### config.mk
export PLATFORM = sky130hd
export DESIGN_NAME = xxtea_block_cipher_unit_flat
export DESIGN_NICKNAME = d
export VERILOG_FILES = /design/src/hdl/xbc_pkg.sv /design/src/hdl/xbc_word_if.sv /design/src/hdl/xbc_result_if.sv /design/src/hdl/xbc_ram.sv /design/src/hdl/xbc_key_regs.sv /design/src/hdl/xxtea_block_cipher_unit.sv /design/src/flat_wrapper.sv
export SDC_FILE = /design/constraint.sdc
export NUM_CORES = 2
export LEC_CHECK = 0
export ABC_AREA = 1
export ABC_CLOCK_PERIOD_IN_PS = 7100
export BUFFER_PORTS_ARGS = -buffer_cell sky130_fd_sc_hd__buf_2
export CAP_MARGIN = 20
export CORE_AREA = 3 3 483 246
export DETAILED_ROUTE_END_ITERATION = 8
export DIE_AREA = 0 0 486 249
export SYNTH_ARGS = -nofsm -noshare
export SYNTH_HDL_FRONTEND = slang
export SYNTH_HIERARCHICAL = 1
export SYNTH_SLANG_ARGS = --single-unit
### constraint.sdc
create_clock -name clk -period 7.1 [get_ports clk]
set_input_delay 0 -clock clk [delete_from_list [all_inputs] [get_ports clk]]
set_output_delay 0 -clock clk [all_outputs]
set_load 0.05 [all_outputs]
### src/hdl/xbc_pkg.sv
// shared types, constants and cipher functions of the xxtea block cipher unit
// no dependencies
`timescale 1ns / 1ps

package xbc_pkg;

    localparam int MAX_WORDS  = 16;
    localparam int WORD_W     = 32;
    localparam int ADDR_W     = (MAX_WORDS > 1) ? $clog2(MAX_WORDS) : 1;
    localparam int CNT_W      = $clog2(MAX_WORDS + 1);
    localparam int ROUND_BASE = 6;
    localparam int ROUND_SPAN = 52;
    localparam int ROUND_W    = $clog2(ROUND_BASE + ROUND_SPAN + 1);
    localparam int KEY_WORDS  = 4;
    localparam int PADDR_W    = 4;

    localparam logic [WORD_W-1:0] CIPHER_DELTA = 32'h9E37_79B9;

    // register indexes of the configuration port
    localparam logic [1:0] REG_KEY_0 = 2'd0;
    localparam logic [1:0] REG_KEY_1 = 2'd1;
    localparam logic [1:0] REG_KEY_2 = 2'd2;
    localparam logic [1:0] REG_KEY_3 = 2'd3;

    typedef logic [WORD_W-1:0]                 word_t;
    typedef logic [ADDR_W-1:0]                 addr_t;
    typedef logic [CNT_W-1:0]                  cnt_t;
    typedef logic [ROUND_W-1:0]                round_t;
    typedef logic [KEY_WORDS-1:0][WORD_W-1:0]  key_t;

    typedef struct packed {
        round_t rounds;
        word_t  dec_sum;
    } plan_t;

    // round count 6 + 52/n and the starting sum for decryption, per block size
    function automatic plan_t cipher_plan(input cnt_t n);
        plan_t  plan;
        round_t q;
        plan.rounds  = '0;
        plan.dec_sum = '0;
        for (int i = 1; i <= MAX_WORDS; i++) begin
            q = round_t'(ROUND_BASE);
            for (int j = 1; j <= ROUND_SPAN; j++) begin
                if (j * i <= ROUND_SPAN) begin
                    q = round_t'(q + 1'b1);
                end
            end
            if (n == cnt_t'(i)) begin
                plan.rounds  = q;
                plan.dec_sum = word_t'(word_t'(q) * CIPHER_DELTA);
            end
        end
        return plan;
    endfunction

    // xxtea mixing function, key word already selected
    function automatic word_t mix_word(input word_t z, input word_t y,
                                       input word_t sum, input word_t key_word);
        word_t a;
        word_t b;
        word_t c;
        a = (z >> 5) ^ (y << 2);
        b = (y >> 3) ^ (z << 4);
        c = (sum ^ y) + (key_word ^ z);
        return (a + b) ^ c;
    endfunction

endpackage

### src/hdl/xbc_word_if.sv
// input stream interface: one block word per transfer
// depends on xbc_pkg
`timescale 1ns / 1ps

interface xbc_word_if import xbc_pkg::*; ();

    logic  valid;
    logic  ready;
    logic  func;
    word_t data_word;
    logic  block_end;

    modport source (output valid, func, data_word, block_end, input ready);
    modport sink   (input valid, func, data_word, block_end, output ready);

endinterface

### src/hdl/xbc_result_if.sv
// output stream interface: one result word per transfer
// depends on xbc_pkg
`timescale 1ns / 1ps

interface xbc_result_if import xbc_pkg::*; ();

    logic  valid;
    logic  ready;
    word_t result_word;
    logic  result_last;

    modport source (output valid, result_word, result_last, input ready);
    modport sink   (input valid, result_word, result_last, output ready);

endinterface

### src/hdl/xbc_ram.sv
// generic single write port, single read port ram with registered read
// no dependencies
`timescale 1ns / 1ps

module xbc_ram #(
    parameter int WIDTH = 32,
    parameter int DEPTH = 16,
    localparam int AW   = (DEPTH > 1) ? $clog2(DEPTH) : 1
) (
    input  logic             clk,
    input  logic             we,
    input  logic [AW-1:0]    waddr,
    input  logic [WIDTH-1:0] wdata,
    input  logic [AW-1:0]    raddr,
    output logic [WIDTH-1:0] rdata
);

    logic [WIDTH-1:0] mem [DEPTH];

    // write and registered read; a read of the address written at the same edge sees old data
    always_ff @(posedge clk)
    begin
        if (we)
        begin
            mem[waddr] <= wdata;
        end
        rdata <= mem[raddr];
    end

endmodule

### src/hdl/xbc_key_regs.sv
// key register file behind the apb-style configuration port
// depends on xbc_pkg
`timescale 1ns / 1ps

module xbc_key_regs import xbc_pkg::*; (
    input  logic               clk,
    input  logic               rst_n,
    input  logic               psel,
    input  logic               penable,
    input  logic               pwrite,
    input  logic [PADDR_W-1:0] paddr,
    input  word_t              pwdata,
    output word_t              prdata,
    output logic               pready,
    output key_t               key
);

    key_t       key_reg;
    key_t       key_next;
    logic [1:0] reg_idx;
    logic       wr_en;

    assign pready  = 1'b1;
    assign reg_idx = paddr[PADDR_W-1:2];
    assign wr_en   = psel && penable && pwrite && pready;
    assign key     = key_reg;

    // register write decode
    always_comb
    begin
        key_next = key_reg;
        if (wr_en)
        begin
            case (reg_idx)
                REG_KEY_0: key_next[0] = pwdata;
                REG_KEY_1: key_next[1] = pwdata;
                REG_KEY_2: key_next[2] = pwdata;
                REG_KEY_3: key_next[3] = pwdata;
                default:   key_next = key_reg;
            endcase
        end
    end

    // read mux
    always_comb
    begin
        case (reg_idx)
            REG_KEY_0: prdata = key_reg[0];
            REG_KEY_1: prdata = key_reg[1];
            REG_KEY_2: prdata = key_reg[2];
            REG_KEY_3: prdata = key_reg[3];
            default:   prdata = '0;
        endcase
    end

    always_ff @(posedge clk or negedge rst_n)
    begin
        if (!rst_n)
        begin
            key_reg <= '0;
        end
        else
        begin
            key_reg <= key_next;
        end
    end

endmodule

### src/hdl/xxtea_block_cipher_unit.sv
// xxtea block cipher unit: top level; uses xbc_pkg, xbc_word_if, xbc_result_if, xbc_ram, xbc_key_regs
// an n-word block is loaded word by word, set up in ST_PRE0, ST_PRE1 and ST_PRE2, mixed in ST_RUN,
// then read out one result word at a time while the sink is ready
// throughput: one mixing step per cycle, bounded by the single read port of the word store
// and the z/y dependency through the mixing adders; blocks are processed one at a time
// reset: control state and key registers clear asynchronously; the word store is not cleared
`timescale 1ns / 1ps

module xxtea_block_cipher_unit import xbc_pkg::*; (
    input  logic               clk,
    input  logic               rst_n,
    input  logic               psel,
    input  logic               penable,
    input  logic               pwrite,
    input  logic [PADDR_W-1:0] paddr,
    input  word_t              pwdata,
    output word_t              prdata,
    output logic               pready,
    xbc_word_if.sink           word_stream,
    xbc_result_if.source       result_stream
);

    // sequencer codes
    localparam logic [2:0] ST_LOAD = 3'd0;
    localparam logic [2:0] ST_PRE0 = 3'd1;
    localparam logic [2:0] ST_PRE1 = 3'd2;
    localparam logic [2:0] ST_PRE2 = 3'd3;
    localparam logic [2:0] ST_RUN  = 3'd4;
    localparam logic [2:0] ST_EMIT = 3'd5;

    function automatic addr_t wrap_inc(input addr_t a, input addr_t last);
        return (a == last) ? '0 : addr_t'(a + 1'b1);
    endfunction

    function automatic addr_t wrap_dec(input addr_t a, input addr_t last);
        return (a == '0) ? last : addr_t'(a - 1'b1);
    endfunction

    // control registers
    logic [2:0] state_reg, state_next;
    cnt_t       cnt_reg, cnt_next;
    logic       mode_reg, mode_next;
    round_t     rounds_reg, rounds_next;
    addr_t      p_reg, p_next;
    addr_t      f_reg, f_next;
    logic       fwd_reg, fwd_next;
    addr_t      k_reg, k_next;
    logic       pend_reg, pend_next;
    logic       out_valid_reg, out_valid_next;

    // payload registers
    cnt_t       n_reg, n_next;
    word_t      sum_reg, sum_next;
    word_t      z_reg, z_next;
    word_t      y_reg, y_next;
    word_t      cur_reg, cur_next;
    logic       pend_last_reg, pend_last_next;
    word_t      out_word_reg, out_word_next;
    logic       out_last_reg, out_last_next;

    // store ports
    logic       ram_we;
    addr_t      ram_waddr;
    word_t      ram_wdata;
    addr_t      ram_raddr;
    word_t      ram_rdata;

    key_t       key;
    cnt_t       n_minus_1;
    addr_t      last_addr;
    logic [ADDR_W:0] p_ext;
    logic [1:0] key_idx;
    word_t      key_word;
    word_t      fetched;
    word_t      mix_z;
    word_t      mix_y;
    word_t      mixed;
    word_t      step_word;
    addr_t      p_adv;
    addr_t      f_adv;
    logic       round_end;
    logic       in_xfer;
    logic       issue_ok;
    plan_t      plan;

    xbc_key_regs u_keys (
        .clk     (clk),
        .rst_n   (rst_n),
        .psel    (psel),
        .penable (penable),
        .pwrite  (pwrite),
        .paddr   (paddr),
        .pwdata  (pwdata),
        .prdata  (prdata),
        .pready  (pready),
        .key     (key)
    );

    xbc_ram #(
        .WIDTH (WORD_W),
        .DEPTH (MAX_WORDS)
    ) u_store (
        .clk   (clk),
        .we    (ram_we),
        .waddr (ram_waddr),
        .wdata (ram_wdata),
        .raddr (ram_raddr),
        .rdata (ram_rdata)
    );

    // stream handshakes
    assign word_stream.ready         = (state_reg == ST_LOAD);
    assign in_xfer                   = word_stream.valid && word_stream.ready;
    assign result_stream.valid       = out_valid_reg;
    assign result_stream.result_word = out_word_reg;
    assign result_stream.result_last = out_last_reg;

    // block geometry
    assign n_minus_1 = n_reg - cnt_t'(1);
    assign last_addr = n_minus_1[ADDR_W-1:0];
    assign plan      = cipher_plan(n_reg);

    // key word selection: (p & 3) ^ e
    assign p_ext    = {1'b0, p_reg};
    assign key_idx  = p_ext[1:0] ^ sum_reg[3:2];
    assign key_word = key[key_idx];

    // fetched word, forwarded when the store was written at the edge it was read
    assign fetched = fwd_reg ? (mode_reg ? y_reg : z_reg) : ram_rdata;

    // one mixing step: encrypt adds into store[p], decrypt subtracts
    assign mix_z     = mode_reg ? fetched : z_reg;
    assign mix_y     = mode_reg ? y_reg : fetched;
    assign mixed     = mix_word(mix_z, mix_y, sum_reg, key_word);
    assign step_word = mode_reg ? (cur_reg - mixed) : (cur_reg + mixed);

    // position walk: upward for encrypt, downward for decrypt
    assign p_adv     = mode_reg ? wrap_dec(p_reg, last_addr) : wrap_inc(p_reg, last_addr);
    assign f_adv     = mode_reg ? wrap_dec(f_reg, last_addr) : wrap_inc(f_reg, last_addr);
    assign round_end = mode_reg ? (p_reg == '0) : (p_reg == last_addr);

    // result slot free at the coming edge
    assign issue_ok = !pend_reg && (!out_valid_reg || result_stream.ready);

    // sequencer
    always_comb
    begin
        state_next     = state_reg;
        cnt_next       = cnt_reg;
        mode_next      = mode_reg;
        rounds_next    = rounds_reg;
        p_next         = p_reg;
        f_next         = f_reg;
        fwd_next       = fwd_reg;
        k_next         = k_reg;
        pend_next      = pend_reg;
        out_valid_next = out_valid_reg;
        n_next         = n_reg;
        sum_next       = sum_reg;
        z_next         = z_reg;
        y_next         = y_reg;
        cur_next       = cur_reg;
        pend_last_next = pend_last_reg;
        out_word_next  = out_word_reg;
        out_last_next  = out_last_reg;
        ram_we         = 1'b0;
        ram_waddr      = '0;
        ram_wdata      = '0;
        ram_raddr      = '0;

        // result register: drain on transfer, fill from a pending store read
        if (pend_reg)
        begin
            out_valid_next = 1'b1;
            out_word_next  = ram_rdata;
            out_last_next  = pend_last_reg;
            pend_next      = 1'b0;
        end
        else if (result_stream.ready)
        begin
            out_valid_next = 1'b0;
        end

        case (state_reg)
            ST_LOAD:
            begin
                if (in_xfer)
                begin
                    ram_we    = 1'b1;
                    ram_waddr = cnt_reg[ADDR_W-1:0];
                    ram_wdata = word_stream.data_word;
                    if (cnt_reg == '0)
                    begin
                        mode_next = word_stream.func;
                    end
                    if (word_stream.block_end || (cnt_reg == cnt_t'(MAX_WORDS - 1)))
                    begin
                        n_next     = cnt_t'(cnt_reg + 1'b1);
                        cnt_next   = '0;
                        state_next = ST_PRE0;
                    end
                    else
                    begin
                        cnt_next = cnt_t'(cnt_reg + 1'b1);
                    end
                end
            end

            // read z (encrypt) or y (decrypt) and set up the round counter
            ST_PRE0:
            begin
                rounds_next = plan.rounds;
                sum_next    = mode_reg ? plan.dec_sum : CIPHER_DELTA;
                ram_raddr   = mode_reg ? '0 : last_addr;
                state_next  = ST_PRE1;
            end

            // capture the link word, read the first word to modify
            ST_PRE1:
            begin
                if (mode_reg)
                begin
                    y_next = ram_rdata;
                end
                else
                begin
                    z_next = ram_rdata;
                end
                ram_raddr  = mode_reg ? last_addr : '0;
                state_next = ST_PRE2;
            end

            // capture the first word, fetch the neighbor of the first step
            ST_PRE2:
            begin
                cur_next   = ram_rdata;
                p_next     = mode_reg ? last_addr : '0;
                f_next     = mode_reg ? wrap_dec(last_addr, last_addr)
                                      : wrap_inc('0, last_addr);
                ram_raddr  = f_next;
                fwd_next   = 1'b0;
                state_next = ST_RUN;
            end

            // one mixing step per cycle, read of the next neighbor overlapped
            ST_RUN:
            begin
                ram_we    = 1'b1;
                ram_waddr = p_reg;
                ram_wdata = step_word;
                if (mode_reg)
                begin
                    y_next = step_word;
                end
                else
                begin
                    z_next = step_word;
                end
                // a one-word block modifies the same word again next step
                cur_next  = (p_adv == p_reg) ? step_word : fetched;
                p_next    = p_adv;
                f_next    = f_adv;
                ram_raddr = f_adv;
                fwd_next  = (f_adv == p_reg);
                if (round_end)
                begin
                    sum_next    = mode_reg ? (sum_reg - CIPHER_DELTA) : (sum_reg + CIPHER_DELTA);
                    rounds_next = round_t'(rounds_reg - 1'b1);
                    if (rounds_reg == round_t'(1))
                    begin
                        k_next     = '0;
                        fwd_next   = 1'b0;
                        state_next = ST_EMIT;
                    end
                end
            end

            // read the block out in order, one word per free result slot
            ST_EMIT:
            begin
                if (issue_ok)
                begin
                    ram_raddr      = k_reg;
                    pend_next      = 1'b1;
                    pend_last_next = (k_reg == last_addr);
                    k_next         = addr_t'(k_reg + 1'b1);
                    if (k_reg == last_addr)
                    begin
                        state_next = ST_LOAD;
                    end
                end
            end

            default:
            begin
                state_next = ST_LOAD;
            end
        endcase
    end

    // control state
    always_ff @(posedge clk or negedge rst_n)
    begin
        if (!rst_n)
        begin
            state_reg     <= ST_LOAD;
            cnt_reg       <= '0;
            mode_reg      <= 1'b0;
            rounds_reg    <= '0;
            p_reg         <= '0;
            f_reg         <= '0;
            fwd_reg       <= 1'b0;
            k_reg         <= '0;
            pend_reg      <= 1'b0;
            out_valid_reg <= 1'b0;
        end
        else
        begin
            state_reg     <= state_next;
            cnt_reg       <= cnt_next;
            mode_reg      <= mode_next;
            rounds_reg    <= rounds_next;
            p_reg         <= p_next;
            f_reg         <= f_next;
            fwd_reg       <= fwd_next;
            k_reg         <= k_next;
            pend_reg      <= pend_next;
            out_valid_reg <= out_valid_next;
        end
    end

    // datapath words
    always_ff @(posedge clk)
    begin
        n_reg         <= n_next;
        sum_reg       <= sum_next;
        z_reg         <= z_next;
        y_reg         <= y_next;
        cur_reg       <= cur_next;
        pend_last_reg <= pend_last_next;
        out_word_reg  <= out_word_next;
        out_last_reg  <= out_last_next;
    end

endmodule

### src/flat_wrapper.sv
// flat-port wrapper written by rule: the top's interface ports become plain ports
module xxtea_block_cipher_unit_flat import xbc_pkg::*;
  (clk, rst_n, psel, penable, pwrite, paddr, pwdata, prdata, pready, word_stream_valid, word_stream_func, word_stream_data_word, word_stream_block_end, word_stream_ready, result_stream_valid, result_stream_result_word, result_stream_result_last, result_stream_ready);
  xbc_word_if word_stream_i ();
  xbc_result_if result_stream_i ();
  input  logic clk;
  input  logic rst_n;
  input  logic psel;
  input  logic penable;
  input  logic pwrite;
  input  logic [PADDR_W-1:0] paddr;
  input  word_t pwdata;
  output word_t prdata;
  output logic pready;
  input wire logic [$bits(word_stream_i.valid)-1:0] word_stream_valid;
  input wire logic [$bits(word_stream_i.func)-1:0] word_stream_func;
  input wire logic [$bits(word_stream_i.data_word)-1:0] word_stream_data_word;
  input wire logic [$bits(word_stream_i.block_end)-1:0] word_stream_block_end;
  output wire logic [$bits(word_stream_i.ready)-1:0] word_stream_ready;
  output wire logic [$bits(result_stream_i.valid)-1:0] result_stream_valid;
  output wire logic [$bits(result_stream_i.result_word)-1:0] result_stream_result_word;
  output wire logic [$bits(result_stream_i.result_last)-1:0] result_stream_result_last;
  input wire logic [$bits(result_stream_i.ready)-1:0] result_stream_ready;
  assign word_stream_i.valid = word_stream_valid;
  assign word_stream_i.func = word_stream_func;
  assign word_stream_i.data_word = word_stream_data_word;
  assign word_stream_i.block_end = word_stream_block_end;
  assign word_stream_ready = word_stream_i.ready;
  assign result_stream_valid = result_stream_i.valid;
  assign result_stream_result_word = result_stream_i.result_word;
  assign result_stream_result_last = result_stream_i.result_last;
  assign result_stream_i.ready = result_stream_ready;
  xxtea_block_cipher_unit u_core (.clk(clk), .rst_n(rst_n), .psel(psel), .penable(penable), .pwrite(pwrite), .paddr(paddr), .pwdata(pwdata), .prdata(prdata), .pready(pready), .word_stream(word_stream_i), .result_stream(result_stream_i));
endmodule
## Yosys cells after proc, flatten, opt, wreduce, memory -nomap -nowiden

Memories as Yosys holds them, arrays and structs flattened. A register that Yosys moved wholly into a read port is not among the register bits.
Cells that the tools add are included.

- Bits in writable memories: 512
- Memories kept: 1
- Flip-flop bits (word level): 325
- Output and inout port bits: 68
- Bits in latches: 0
- ROM bits: 0

Memory list:

| memory | depth | bits a word | read ports | clocked after memory_dff | wr ports | RTL line | text |
|---|---|---|---|---|---|---|---|
| u_core.u_store.mem | 16 | 32 | 1 | 1 | 1 | xbc_ram.sv:18 | `logic [WIDTH-1:0] mem [DEPTH];` |

- Divide/modulo/power cells: 0
- Reduce and logical (&&, ||, !) cells: 32
- Add/subtract/negate cells: 15
- Equal/unequal tests: 41
- Order comparisons: 1
- Multiply operators: 0
- Multiplexer cells: 81
- Bitwise gates (word level): 6
- Shifts and indexed selects: 0

Operators by type and width:

| kind | count |
|---|---|
| $mux 38 | 16 |
| $mux 32 | 15 |
| $pmux 32 s2 | 5 |
| $pmux 32 s4 | 1 |
| $add 32x32->32 | 3 |
| $xor 32x32->32 | 3 |
| $bmux 32 s2 | 1 |
| $mux 4 | 15 |
| $eq 5x4->1 const B | 9 |
| $add 32x32->32 const B | 1 |
| $pmux 4 s2 | 4 |
| $sub 32x32->32 | 1 |
| $sub 32x32->32 const B | 1 |
| $xor 27x32->32 | 1 |
| $xor 29x32->32 | 1 |
| $eq 4x4->1 | 5 |
| $eq 5x3->1 const B | 4 |
| $pmux 4 s5 | 1 |
| $mux 3 | 6 |
| $pmux 3 s6 | 1 |
| $sub 4x1->4 const B | 4 |
| $reduce_and 2->1 | 7 |
| $add 4x1->4 const B | 3 |
| $logic_not 4->1 | 3 |
| 30 further kinds | 65 |

## Depth between registers and ports, before layout

- Word-level depth: 19
- Mapped depth: 42
- Mapped depth without buffers: 41

## Hierarchy

The synthesis kept the hierarchy.

By module, submodules not included:

| module | cells each | seq. area each (µm²) | area an instance (µm²) | times used |
|---|---|---|---|---|
| xbc_ram | 2,120 | 16,015.4 | 22,730.6 | 1 |
| xxtea_block_cipher_unit | 3,329 | 5,765.5 | 21,783.4 | 1 |
| xbc_key_regs | 743 | 3,203.1 | 5,771.8 | 1 |

## Worst setup path after synthesis

No wires, ideal clock.

- Kind: reg-to-reg
- Start: register u_core.mode_reg
- End: memory u_core.u_store.mem[0][30], data pin
- Arrival time: 6.249 ns
- Cell stages (with the launch flop): 33
- Clock period less this slack: 6.454 ns
- Path buffers: 4
- Slack: 0.646 ns
- Required time: 6.895 ns
- Cells stage by stage: dfrtp_1 inv_2 buf_2 buf_1 buf_2 clkbuf_1 o21ai_0 xor2_1 ha_1 inv_1 fa_1 xor2_1 ha_1 inv_1 nor3_4 nand2_2 nor3b_4 nand3_2 nand2_2 nand2_4 a211oi_4 xor2_1 ha_1 nand2_1 inv_1 a21oi_1 a21boi_0 inv_1 a221oi_1 nand2_1 xor2_1 or2_2 nand2_1

- Word-level cells in the longest chain between the ends: 9
- Elaborated cells between the ends (all ways): 15
- Those cells by class: add/sub (4); mux (6); bitwise (5)

RTL lines:

| what | RTL line | text |
|---|---|---|
| from (decl) | xxtea_block_cipher_unit.sv:42 | `logic mode_reg, mode_next;` |
| from (signal assigned) | xxtea_block_cipher_unit.sv:321 | `mode_reg <= mode_next;` |
| $mux 32 (2 in series) | xxtea_block_cipher_unit.sv:129 | `assign fetched = fwd_reg ? (mode_reg ? y_reg : z_reg) : ram_rdata;` |
| $mux 32, on equally long branches | xxtea_block_cipher_unit.sv:132, xxtea_block_cipher_unit.sv:133 |  |
| $xor 27x32->32 (tied with other cells) | xbc_pkg.sv:63 | `a = (z >> 5) ^ (y << 2);` |
| $add 32x32->32, on equally long branches | xbc_pkg.sv:66, xbc_pkg.sv:65 |  |
| $xor 32x32->32 | xbc_pkg.sv:66 | `return (a + b) ^ c;` |
| $add 32x32->32 / $sub 32x32->32 (equally long branches) | xxtea_block_cipher_unit.sv:135 | `assign step_word = mode_reg ? (cur_reg - mixed) : (cur_reg + mixed);` |
| $mux 32 (*) | xxtea_block_cipher_unit.sv:135 |  |
| $pmux 32 s2 (*) | xxtea_block_cipher_unit.sv:184 | `case (state_reg)` |
| named net u_core.ram_wdata[30] | xxtea_block_cipher_unit.sv:64 | `word_t ram_wdata;` |
| to (decl) | xbc_ram.sv:18 |  |

The timed path passes the listed nets; every way through them passes the cells marked *.

## Worst setup path after layout

- Start: register u_core.sum_reg[3]
- End: memory u_core.u_store.mem[3][28], data pin

- Word-level cells in the longest chain between the ends: 9
- Elaborated cells between the ends (all ways): 11
- Those cells by class: add/sub (3); mux (4); bitwise (4)

RTL lines:

| what | RTL line | text |
|---|---|---|
| from (decl) | xxtea_block_cipher_unit.sv:53 | `word_t sum_reg, sum_next;` |
| from (signal assigned) | xxtea_block_cipher_unit.sv:336 | `sum_reg <= sum_next;` |
| $xor 2x2->2 | xxtea_block_cipher_unit.sv:125 | `assign key_idx = p_ext[1:0] ^ sum_reg[3:2];` |
| $bmux 32 s2 | xxtea_block_cipher_unit.sv:126 | `assign key_word = key[key_idx];` |
| $mux 32 (not written as such) | xxtea_block_cipher_unit.sv:126 |  |
| $xor 32x32->32 | xbc_pkg.sv:65 | `c = (sum ^ y) + (key_word ^ z);` |
| $add 32x32->32 (*) | xbc_pkg.sv:65 |  |
| $xor 32x32->32 (*) | xbc_pkg.sv:66 |  |
| $add 32x32->32 / $sub 32x32->32 (equally long branches) | xxtea_block_cipher_unit.sv:135 |  |
| $mux 32 (*) | xxtea_block_cipher_unit.sv:135 |  |
| $pmux 32 s2 (*) | xxtea_block_cipher_unit.sv:184 |  |
| named net u_core.ram_wdata[28] | xxtea_block_cipher_unit.sv:64 |  |

The timed path passes the listed nets; every way through them passes the cells marked *. The select of a mux whose other input is x is not followed.

==> summary.md <==
| Metric | Value |
|---|---|
| Main area contributors after synthesis | `edfxtp_1 (41%), nand2_1 (15%), dfrtp_1 (7.9%), nand3_1 (6.7%), inv_1 (6.2%)` |
| Worst-Margin Slew | `1.13 ns` |
| Max VDD drop | `between 0.0005 and 0.0006 V` |
| CTS tree | `yes` |
| Crit path max fanout | `26` |
| Area growth syn-to-layout | `13.8%` |
| Commonest cells in the netlist | `nand2_1 (2,042), inv_1 (836), edfxtp_1 (679)` |
| Synth async-reset ratio | `0.182` |
| CTS Buf Count | `83` |
| Most frequent cell after synthesis | `nand2_1` |
| Die span in x | `around 490 µm` |
| Hold depth | `3` |
| DRC viols | `0` |
| Grt ovf | `0` |
| Fin Clk Skew | `approximately 0.044 ns` |
| Fin nets | `~6,700` |
| Startpoint Class | `flip-flop` |
| Critical Path End Type | `flip-flop` |
| Final period utilization | `0.946` |
| Crit path max-delay cell type | `edfxtp_1` |
| TritonRoute pass-1 iters | `6` |
| Top cell by count, worst path | `nand2_1` |
| Power per cell area | `599 nW/µm²` |
| Run status | `complete, no violations` |
| Clk root buf | `clkbuf_16` |
| Clk_lat worst skew | `between 0.7 and 0.8 ns` |
| Initial antenna violation count | `0` |
| Number of global-route vias before repair | `40,500` |
| Num rows | `88` |
| Tot Pwr | `about 34 mW` |
| Slew Limit Fails | `0` |
| Layout cells sized above 1 | `0.0945` |
| Min-Delay Path Class | `in -> reg` |
| Synth top area share | `0.405` |
| Critical Path Max Stage Delay | `about 0.46 ns` |
| Final hold vios | `0` |
| H-tree Lvls | `3` |
| Clock Pin Slew Worst Setup and Hold Paths | `roughly 0.070 ns` |
| CP required | `approximately 7.5 ns` |
| CORE AREA | `~110,000 µm²` |
| DR iter-0 viols | `4,379` |
| DR vias/cell | `around 5.4` |
| Yosys Warn Count | `6` |
| Ant. Diodes | `0` |
| Leak | `about 27 nW` |
| Synthesized Nets | `about 6,400` |
| Tot GR Track Use | `0.263` |
| Post-route setup TNS | `0 ns` |
| Largest area contributor in the netlist | `edfxtp_1` |
| Setup violators final | `0` |
| Relative slew slack | `0.247` |
| Max reg flops | `~510` |
| Post-synth top flop | `edfxtp_1` |
| Largest net degree at the start of global routing | `about 130` |
| Worst setup path category | `reg -> reg` |
| Fillers | `10,800` |
| Starting Density | `0.438` |
| Min Tclk post-route | `roughly 6.7 ns` |
| First-pass GRT wire length | `245,000 µm` |
| Sequential area share after synthesis | `0.497` |
| Vias | `roughly 43,000` |
| Maximum clock rate | `~150 MHz` |
| Num ports | `145` |
| Max clock buf depth | `3` |
| Die area | `between 100,000 and 150,000 µm²` |
| Yosys reg bits | `about 870` |
| Routed wire length | `roughly 160,000 µm` |
| Count of buffers from port buffering | `~140` |
| Dpl hpwl | `roughly 110,000 µm` |
| Netlist cell types | `64` |
| Post-synthesis instance total | `between 6,000 and 7,000` |
| Max-Cap Viols | `0` |
| Die Ht | `approximately 250 µm` |
| CTS sink count | `a little under 900` |
| Synth Cell Area | `50,300 µm²` |
| WP data arrival | `just over 7 ns` |
| GP Congestion | `0.974` |
| Drt wl/cell | `about 20 µm` |
| EDFF count, synth | `679` |
| ANT nets after route | `0` |
| Syn Area/Cell | `between 8 and 9 µm²` |
| R2R depth | `34` |
## stage by stage
stage	worst slack, ns	hold WS (ns)	area, µm²	util	cells
4_1_cts	0.0165	0.0156	56800	0.495	8034
3_5_place_dp	-0.0549	0.111	53500	0.465	7827
2_1_floorplan	0.646	-0.296	50300	-	6192
5_1_grt	-0.0246	0.0738	57200	0.498	8046
3_3_place_gp	0.00420	0.107	53400	0.465	7826
6_report	0.384	0.0737	57200	0.498	8046
## final cells by class
cell class                      instances  area [µm²]  share of cell area
Inverter                              856        3230              0.0565
Timing Repair inverter                  1        7.51            0.000131
Multi-Input combinational cell       4230       21200               0.371
Tap cell                             1530        1910              0.0335
Clock inverter                         37         455             0.00796
Clock buffer                          117        2350              0.0410
Timing Repair Buffer                  406        3020              0.0528
Sequential cell                       869       25000               0.437
## placed cells by master (no fill, tap or decap), types with 20 or more instances in the layout
cell type	n
clkinv_2	20
dfxtp_1	32
nor2_1	324
nand2_1	2028
buf_2	140
clkbuf_1	21
inv_1	835
dfrtp_1	154
clkbuf_16	84
xor2_1	187
ha_1	140
nand4_1	58
buf_4	192
a21oi_1	171
nor2_4	22
dlygate4sd3_1	53
o21ai_0	284
nand3_1	676
xnor2_1	48
nor3_1	35
edfxtp_1	679
o21ai_1	30
## critical path, delay by kind of cell, from the launching register on
kind / cells / cell delay (ns)
buf+inv: 9 / 1.42
xor+xnor: 4 / 0.91
simple gates: 11 / 1.15
fa+ha+maj: 2 / 0.62
compound gates: 8 / 1.85
flops: 1 / 0.46
## cells by family (layout without fill, tap and decap cells)
group,count (synthesis),in the layout,synth area share
buf+inv,1093,1417,0.0897
flops,869,869,0.497
other cells,1,1,0.0000746
simple gates,3218,3218,0.265
fa+ha+maj,146,146,0.0369
xor+xnor,238,238,0.0415
compound gates,627,627,0.0700
## where the power goes
group	internal, mW	switching, mW	total (mW)	leakage, nW
sequential	10.8	0.171	11.0	8.50
clock	2.53	2.07	4.60	1.38
combinational	5.33	13.3	18.6	16.8
## path summary, 6_finish.rpt
path | startpoint | to | slack (ns)
worst max-delay path | u_core/sum_reg[3]$_DFFE_PP_ | u_core/u_store/mem[3][28]$_DFFE_PP_ | 0.38
worst min-delay path | word_stream_data_word[21] | u_core/u_store/mem[13][21]$_DFFE_PP_ | 0.07
worst max register to register | u_core/sum_reg[3]$_DFFE_PP_ | u_core/u_store/mem[3][28]$_DFFE_PP_ | 0.38
worst min register to register | u_core/pend_last_reg$_DFFE_PP_ | u_core/result_stream.result_last$_DFFE_PP_ | 0.46
max in group asynchronous | rst_n | u_core/u_keys/key[25]$_DFFE_PN0P_ | 6.04
min in group asynchronous | rst_n | u_core/u_keys/key[76]$_DFFE_PN0P_ | 0.40
## routing by layer
layer	routed length [µm]	track usage	part of all wire
met1	72100	0.370	0.44
met4	4830	0.0808	0.030
met3	11600	0.0350	0.071
met2	74600	0.422	0.46
met5	0	0	0
## timing repair
| action | 4_1_cts | 5_1_grt |
|---|---|---|
| buffers inserted | 0 | 6 |
| gates cloned | 0 | 1 |
| resized for setup | 1 | 84 |
| hold endpoints to repair | 425 | 16 |
| pin swaps | 0 | 8 |
| hold buffers | 53 | 1 |
| setup endpoints to repair | 70 | 343 |
(Power assumes the default switching activity.)
